**config.mk**
```make
export PLATFORM = sky130hd
export DESIGN_NAME = decreasing_run_pile_assign
export DESIGN_NICKNAME = d
export VERILOG_FILES = /design/src/design/drpa_pkg.sv /design/src/design/decreasing_run_pile_assign.sv /design/src/design/drpa_ctrl.sv /design/src/design/drpa_dpath.sv
export SDC_FILE = /design/constraint.sdc
export NUM_CORES = 2
export LEC_CHECK = 0
export BUFFER_PORTS_ARGS = -buffer_cell sky130_fd_sc_hd__buf_2
export CELL_PAD_IN_SITES_DETAIL_PLACEMENT = 1
export CELL_PAD_IN_SITES_GLOBAL_PLACEMENT = 2
export CORE_MARGIN = 2
export CORE_UTILIZATION = 49
export CTS_BUF_LIST = sky130_fd_sc_hd__clkbuf_8
export CTS_CLUSTER_SIZE = 25
export DETAILED_ROUTE_END_ITERATION = 8
export PLACE_DENSITY_LB_ADDON = 0.08
export SLEW_MARGIN = 15
export SYNTH_ARGS = -nofsm -noshare
export SYNTH_HDL_FRONTEND = slang
export SYNTH_SLANG_ARGS = --single-unit
```
**constraint.sdc**
```tcl
create_clock -name clock -period 5 [get_ports clock]
set_clock_uncertainty 0.1 [all_clocks]
set_input_delay 0.25 -clock clock [delete_from_list [all_inputs] [get_ports clock]]
set_output_delay 0.25 -clock clock [all_outputs]
set_load 0.01 [all_outputs]
```
**src/design/drpa_pkg.sv**
```systemverilog
// shared types and field widths for the decreasing run pile assigner
package drpa_pkg;

   localparam int VALUE_W      = 32;
   localparam int PILE_INDEX_W = 6;
   localparam int PILE_COUNT_W = 7;

   // controller to datapath
   typedef struct packed {
      logic load;    // take a new beat, set up the search window
      logic issue;   // read the pile top at the window midpoint
      logic step;    // compare and narrow the window
      logic commit;  // update the piles and load the result register
   } cmd_type;

   // datapath to controller
   typedef struct packed {
      logic more;      // search window still holds piles
      logic out_busy;  // result register is full and not being taken
   } stat_type;

endpackage

```
**src/design/decreasing_run_pile_assign.sv**
```systemverilog
// top level of the patience pile assigner: stream ports, controller, datapath, checks
//
// Each value beat is placed on the leftmost pile whose top is strictly greater than
// the value, found by binary search over the stored pile tops; the pile top is then
// replaced. If no top is greater, a new pile opens at the next index; if all
// MAX_PILES piles are in use, the value is dropped and the overflow flag is set. A
// start flag in req_tuser empties all piles before the value is placed. One value is
// in work at a time: after a beat is taken, each search step is one read of the pile
// top memory followed by one compare, then one state ends the search and one
// commits, and the next beat can be taken after the commit. The commit waits while
// the previous result is still held by rsp_tready low. The result sits in an output
// register, so the next beat is accepted while the previous result still waits for
// rsp_tready. Pile tops come up undefined after reset; only piles below the current
// count are ever read, so no clearing is needed.
module decreasing_run_pile_assign
   import drpa_pkg::*;
#(
   parameter int MAX_PILES = 64
) (
   input  logic        clock,
   input  logic        reset,
   input  logic        req_tvalid,
   output logic        req_tready,
   input  logic [31:0] req_tdata,  // [31:0] value (signed)
   input  logic [0:0]  req_tuser,  // [0] start_of_sequence
   output logic        rsp_tvalid,
   input  logic        rsp_tready,
   output logic [15:0] rsp_tdata,  // [5:0] pile_index, [12:6] pile_count, [15:13] zero
   output logic [1:0]  rsp_tuser   // [0] opened_new_pile, [1] overflow
);

   cmd_type  cmd;
   stat_type stat;

   logic [PILE_INDEX_W-1:0] pile_index;
   logic [PILE_COUNT_W-1:0] pile_count;
   logic                    opened_new_pile;
   logic                    overflow;

   // sequencer: idle, search (issue read), read (compare), commit
   drpa_ctrl u_ctrl (
      .clock      (clock),
      .reset      (reset),
      .req_tvalid (req_tvalid),
      .req_tready (req_tready),
      .stat       (stat),
      .cmd        (cmd)
   );

   // pile tops, search window, pile count and the result register
   drpa_dpath #(
      .MAX_PILES (MAX_PILES)
   ) u_dpath (
      .clock          (clock),
      .reset          (reset),
      .cmd            (cmd),
      .stat           (stat),
      .in_value       ($signed(req_tdata)),
      .in_start       (req_tuser[0]),
      .rsp_valid      (rsp_tvalid),
      .rsp_ready      (rsp_tready),
      .rsp_pile_index (pile_index),
      .rsp_opened     (opened_new_pile),
      .rsp_pile_count (pile_count),
      .rsp_overflow   (overflow)
   );

   // pack the result beat, first field lowest
   assign rsp_tdata = {3'b000, pile_count, pile_index};
   assign rsp_tuser = {overflow, opened_new_pile};

   // a value either opens a pile or overflows, never both
   assert property (@(posedge clock) disable iff (reset)
      rsp_tvalid |-> !(opened_new_pile && overflow))
      else $error("result flags both opened and overflow");

   // an overflow result always reports pile zero
   assert property (@(posedge clock) disable iff (reset)
      rsp_tvalid && overflow |-> pile_index == '0)
      else $error("overflow result with nonzero pile index");

   // a newly opened pile is the last one, so the count is its index plus one
   assert property (@(posedge clock) disable iff (reset)
      rsp_tvalid && opened_new_pile && (MAX_PILES <= 64)
         |-> pile_count == PILE_COUNT_W'(pile_index) + PILE_COUNT_W'(1))
      else $error("opened pile is not the last pile");

   // one value in work at a time: no beat taken right after an accepted beat
   assert property (@(posedge clock) disable iff (reset)
      req_tvalid && req_tready |=> !req_tready)
      else $error("second beat accepted while a value is in work");

endmodule

```
**src/design/drpa_ctrl.sv**
```systemverilog
// sequencer for the binary search over the pile tops
module drpa_ctrl
   import drpa_pkg::*;
(
   input  logic     clock,
   input  logic     reset,
   input  logic     req_tvalid,
   output logic     req_tready,
   input  stat_type stat,
   output cmd_type  cmd
);

   typedef enum logic [3:0] {
      ST_IDLE   = 4'b0001,
      ST_SEARCH = 4'b0010,
      ST_READ   = 4'b0100,
      ST_COMMIT = 4'b1000
   } state_type;

   state_type state_ff;
   state_type state_in;

   assign req_tready = (state_ff == ST_IDLE);

   always_comb begin
      state_in = state_ff;
      cmd      = '0;
      case (state_ff)
         ST_IDLE: begin
            if (req_tvalid) begin
               cmd.load = 1'b1;
               state_in = ST_SEARCH;
            end
         end
         ST_SEARCH: begin
            if (stat.more) begin
               cmd.issue = 1'b1;
               state_in  = ST_READ;
            end else begin
               state_in = ST_COMMIT;
            end
         end
         ST_READ: begin
            cmd.step = 1'b1;
            state_in = ST_SEARCH;
         end
         ST_COMMIT: begin
            if (!stat.out_busy) begin
               cmd.commit = 1'b1;
               state_in   = ST_IDLE;
            end
         end
         default: begin
            state_in = ST_IDLE;
         end
      endcase
   end

   always_ff @(posedge clock) begin
      if (reset) begin
         state_ff <= ST_IDLE;
      end else begin
         state_ff <= state_in;
      end
   end

endmodule

```
**src/design/drpa_dpath.sv**
```systemverilog
// pile top memory, search window registers, pile count and result register
module drpa_dpath
   import drpa_pkg::*;
#(
   parameter int MAX_PILES = 64
) (
   input  logic                      clock,
   input  logic                      reset,
   input  cmd_type                   cmd,
   output stat_type                  stat,
   input  logic signed [VALUE_W-1:0] in_value,
   input  logic                      in_start,
   output logic                      rsp_valid,
   input  logic                      rsp_ready,
   output logic [PILE_INDEX_W-1:0]   rsp_pile_index,
   output logic                      rsp_opened,
   output logic [PILE_COUNT_W-1:0]   rsp_pile_count,
   output logic                      rsp_overflow
);

   localparam int IDX_W = $clog2(MAX_PILES);
   localparam int CNT_W = $clog2(MAX_PILES + 1);
   localparam logic [CNT_W-1:0] MAX_CNT = CNT_W'(MAX_PILES);

   logic signed [VALUE_W-1:0] pile_tops_mem [MAX_PILES];

   logic signed [VALUE_W-1:0] key_ff;
   logic signed [VALUE_W-1:0] rd_data_ff;
   logic [CNT_W-1:0]          count_ff;
   logic [CNT_W-1:0]          lo_ff;
   logic [CNT_W-1:0]          hi_ff;
   logic [CNT_W-1:0]          mid_ff;
   logic [CNT_W-1:0]          mid;

   logic                      rsp_valid_ff;
   logic [PILE_INDEX_W-1:0]   idx_ff;
   logic                      opened_ff;
   logic [PILE_COUNT_W-1:0]   cnt_out_ff;
   logic                      ovf_ff;

   logic                      found;
   logic                      room;
   logic                      wr_en;
   logic [CNT_W-1:0]          wr_pos;
   logic [CNT_W-1:0]          count_in;

   assign mid = lo_ff + ((hi_ff - lo_ff) >> 1);

   assign stat.more     = (lo_ff < hi_ff);
   assign stat.out_busy = rsp_valid_ff && !rsp_ready;

   // placement decision at the end of the search: lo is the leftmost taller top
   assign found    = (lo_ff < count_ff);
   assign room     = (count_ff < MAX_CNT);
   assign wr_en    = cmd.commit && (found || room);
   assign wr_pos   = found ? lo_ff : count_ff;
   assign count_in = (!found && room) ? count_ff + CNT_W'(1) : count_ff;

   always_ff @(posedge clock) begin
      if (cmd.issue) begin
         rd_data_ff <= pile_tops_mem[mid[IDX_W-1:0]];
      end
      if (wr_en) begin
         pile_tops_mem[wr_pos[IDX_W-1:0]] <= key_ff;
      end
   end

   always_ff @(posedge clock) begin
      if (cmd.load) begin
         key_ff <= in_value;
         lo_ff  <= '0;
         hi_ff  <= in_start ? '0 : count_ff;
      end else if (cmd.step) begin
         if (rd_data_ff > key_ff) begin
            hi_ff <= mid_ff;
         end else begin
            lo_ff <= mid_ff + CNT_W'(1);
         end
      end
      if (cmd.issue) begin
         mid_ff <= mid;
      end
      if (cmd.commit) begin
         idx_ff     <= (found || room) ? PILE_INDEX_W'(wr_pos) : '0;
         opened_ff  <= !found && room;
         ovf_ff     <= !found && !room;
         cnt_out_ff <= PILE_COUNT_W'(count_in);
      end
   end

   always_ff @(posedge clock) begin
      if (reset) begin
         count_ff     <= '0;
         rsp_valid_ff <= 1'b0;
      end else begin
         if (cmd.load && in_start) begin
            count_ff <= '0;
         end else if (cmd.commit) begin
            count_ff <= count_in;
         end
         if (cmd.commit) begin
            rsp_valid_ff <= 1'b1;
         end else if (rsp_ready) begin
            rsp_valid_ff <= 1'b0;
         end
      end
   end

   assign rsp_valid      = rsp_valid_ff;
   assign rsp_pile_index = idx_ff;
   assign rsp_opened     = opened_ff;
   assign rsp_pile_count = cnt_out_ff;
   assign rsp_overflow   = ovf_ff;

endmodule
```
==> metrics.csv <==
stage;metric;value;unit
critical_path;flop2flop setup slack;90;ps
yosys;largest family of logic cells by synthesized area;multiplexers;
final_layout;Non-Filler Instances;6479;
critical_path;delay-heaviest family, CP;adder cells;
floorplan;Starting Density;49.2;%
critical_path;Largest stage delay, worst path;850;ps
yosys;Post-synth ARST share;0;%
final_layout;nets;4086;
final_layout;Area growth, synth to finish;15.5;%
grt;GR Util All Layers;28.4;%
placement;dpl cells;5772;
yosys;Primary FF master, synth;edfxtp_1;
yosys;Synth Area per Inst;24.2;µm²
grt;initial antenna violation count;16;
yosys;Post-synth EDFFs;2141;
hold_path;hold_sp;reset;
final_layout;Fill cells;14100;
grt;vias in the first global route;43000;
floorplan;FP Rows;151;
drt;DR DRC count;0;
clock_network;H-tree Lvls;5;
clock_network;TritonCTS clock tree;done;
critical_path;WP buf/inv;6;
floorplan;Core Area;0.169;mm²
final_layout;share of layout cells above drive strength 1;34.4;%
yosys;mux contribution to synthesized area;18.2;%
timing;Final Slew Violations;0;
timing;max frequency;204;MHz
critical_path;required time worst endpoint;5670;ps
run;max-cap viol count;0;
grt;total grt overflow;0;
hold_path;Hold Path Depth;4;
timing;Setup Viol. Count Final;0;
critical_path;Worst setup EP type;flop;
yosys;Post-Synthesis Cells;3449;
power_and_ir_drop;leakage power;30.5;nW
yosys;Post-Synth XOR/XNOR Area;0.242;%
grt;pin count of the biggest net entering global routing;66;
drt;DR iter-0 viols;4735;
timing;Final min period;4910;ps
critical_path;Worst R2R Start;u_dpath.hi_ff[0];
clock_network;TritonCTS Buffers;364;
critical_path;slowest CP cell;fa_4;
placement;I/O Buffers;53;
drt;ANT nets after route;0;
floorplan;# IOs;57;
hold_path;Hold WC Path Type;input port to flop;
power_and_ir_drop;pwr/cell area;520;mW/mm²
hold_path;hold endpoint;u_dpath.count_ff[3];
drt;final wirelength;243;mm
floorplan;Die W;416;µm
critical_path;CP Max Fanout;24;
placement;Final GP Congestion;0.813;
outcome;status;completed;
floorplan;chip height;416;µm
timing;slew margin rel.;21.7;%
final_layout;Final Cell Area;0.0963;mm²
yosys;Area contributors post-synth;edfxtp_1, mux4_2, ha_1;
grt;met2 usage;45.9;%
critical_path;crit start category;flop;
yosys;number of synthesized register bits;2160;
timing;Worst-Margin Slew;1170;ps
yosys;area share of the largest cell type after synthesis;77.1;%
critical_path;critical path class;flop to flop;
clock_network;clk_lat worst skew;1070;ps
yosys;post-synthesis adder-cell area fraction;0.843;%
yosys;Post-Syn Area;0.0834;mm²
clock_network;clock-pin slew on the worst setup and hold paths;60;ps
timing;final worst-path cycle share;98.2;%
grt;first-pass GRT wire length;338;mm
yosys;Synth Area in Compound Gates;0.852;%
placement;Post-DP HPWL;136;mm
timing;Final Hold Viols;0;
yosys;register area share after synthesis;77.6;%
critical_path;arrival time worst endpoint;5580;ps
grt;met1 GRT Util;38.9;%
clock_network;Max Root-Sink Buffers;4;
grt;met3 usage;5.51;%
placement;DP Area;0.0892;mm²
critical_path;crit-path cells;inv_1 > ha_1 > inv_1 > fa_1 > ha_4 > inv_1 > fa_4 > buf_12 > buf_4 > buf_4 > mux4_2 > mux4_2 > mux4_2;
yosys;Synth Warn #;0;
yosys;Post-Synth Simple-Gate Area;1.13;%
drt;drt wl/cell;37.5;µm
critical_path;worst-case reg-to-reg path depth;13;
drt;TritonRoute pass-1 iters;5;
yosys;area leader, netlist;edfxtp_1;
drt;Vias/cell;6.25;
clock_network;CTS Root Cell;clkbuf_8;
critical_path;worst reg2reg endpoint;u_dpath.rd_data_ff[23];
grt;gr busiest metal;met2;
clock_network;clk sinks;2160;
floorplan;die area;0.173;mm²
power_and_ir_drop;total power;50.1;mW
yosys;count of different cell masters after synthesis;59;
power_and_ir_drop;Peak supply drop;362;µV
drt;total number of vias;40500;
metrics by stage:
stage	setup TNS, ps	setup WS [ps]	hold WS, ps	utilization (%)
global route	-7.44	-7.44	114	56.9
global placement	-219	-110	328	52.7
CTS	0	43.0	32.6	56.9
finish	0	89.2	137	56.9
floorplan	-6530	-102	219	-
detailed placement	-14.8	-9.91	328	52.7
area by class of cell:
cell class	count	area [µm²]	share of cell area (%)
sequential	2160	64700	67.1
multi-input combinational	1061	18400	19.1
clock buffer	368	5060	5.26
timing repair buffer	345	3890	4.04
tap	2218	2780	2.88
clock inverter	259	1300	1.35
inverter	62	233	0.242
antenna	6	15.0	0.0156
cell usage in the layout, fill, tap and decap left out, drive strengths merged, types with 25 or more instances in the layout:
cell and count:
clkbuf 369, mux4 672, a21oi 25, clkinv 150
inv 156, nand2 31, dlygate4sd3 71, edfxtp 2141
buf 273, ha 53, nor2 86
report_power, final:
part / switching [mW] / internal (mW)
combinational: 8.24 / 7.33
clock: 7.04 / 7.28
sequential: 0.0521 / 20.2
total: 15.3 / 34.8
routing by layer:
| layer | vias to the layer above | share of wire (%) |
|---|---|---|
| li1 | 16000 | - |
| met1 | 22200 | 39 |
| met2 | 1834 | 49 |
| met3 | 393 | 7.4 |
| met4 | 10 | 3.7 |
| met5 | - | 0.028 |
worst register-to-register path, stage by stage (launching register included):
cell and delay, ps:
edfxtp_1 350, inv_1 80, ha_1 190, inv_1 70
fa_1 540, ha_4 150, inv_1 70, fa_4 850
buf_12 240, buf_4 390, buf_4 210, mux4_2 310
mux4_2 590, mux4_2 500
state kept, by name (all words and copies together) (netlist names):
name	cells
u_dpath.mid_ff	7
u_dpath.rsp_valid	1
u_dpath.key_ff	32
u_dpath.rsp_overflow	1
u_dpath.hi_ff	7
u_ctrl.state_ff	4
u_dpath.pile_tops_mem	2048
u_dpath.lo_ff	7
u_dpath.count_ff	7
u_dpath.rsp_opened	1
u_dpath.rsp_pile_index	6
u_dpath.rsp_pile_count	7
u_dpath.rd_data_ff	32
cell families after synthesis:
group                      after synthesis
muxes                                  676
and+or+nand+nor                        198
buffers and inverters                  230
xor gates and xnor gates                23
other                                    1
AOI/OAI and AO/OA                      106
DFF                                   2160
adders and majority gates               55
synth_stat cells (all sizes together), types with 2 or more instances:
| master | instances |
|---|---|
| edfxtp | 2141 |
| mux4 | 672 |
| clkbuf | 95 |
| nor2 | 86 |
| buf | 73 |
| inv | 56 |
| ha | 53 |
| nand2 | 31 |
| a21oi | 25 |
| o21ai | 21 |
| dfxtp | 19 |
| xnor2 | 18 |
| nor4 | 16 |
| a211oi | 14 |
| nand3 | 14 |
| nor3 | 14 |
| nand4 | 9 |
| o31ai | 9 |
| a21o | 7 |
| a31oi | 7 |
| clkinv | 6 |
| nand2b | 5 |
| xor2 | 5 |
| nor3b | 4 |
| o21a | 4 |
| a21boi | 3 |
| and4 | 3 |
| mux2i | 3 |
| nor2b | 3 |
| o21bai | 3 |
| a211o | 2 |
| a41oi | 2 |
| and3 | 2 |
| and3b | 2 |
| fa | 2 |
| nand3b | 2 |
| nor4b | 2 |
| o211ai | 2 |
| or4 | 2 |
how the worst max path moves through the flow:
stage | startpoint | endpoint | depth (start not counted)
floorplan | u_dpath.count_ff[2] | u_dpath.pile_tops_mem[41][0] | 9
global placement | u_dpath.hi_ff[0] | u_dpath.rd_data_ff[12] | 12
detailed placement | u_dpath.hi_ff[0] | u_dpath.rd_data_ff[26] | 12
CTS | u_dpath.hi_ff[0] | u_dpath.rd_data_ff[10] | 12
global route | u_dpath.hi_ff[0] | u_dpath.rd_data_ff[23] | 13
finish | u_dpath.hi_ff[0] | u_dpath.rd_data_ff[23] | 13
repair_timing:
item                       CTS  global route
resized for setup            1             3
pin swaps                    0             1
buffers inserted             0             2
gates cloned                 0             1
setup endpoints to repair    2             6
hold buffers                71             0
hold endpoints to repair    52             0
No activity file was read; power rests on OpenSTA's default activity.
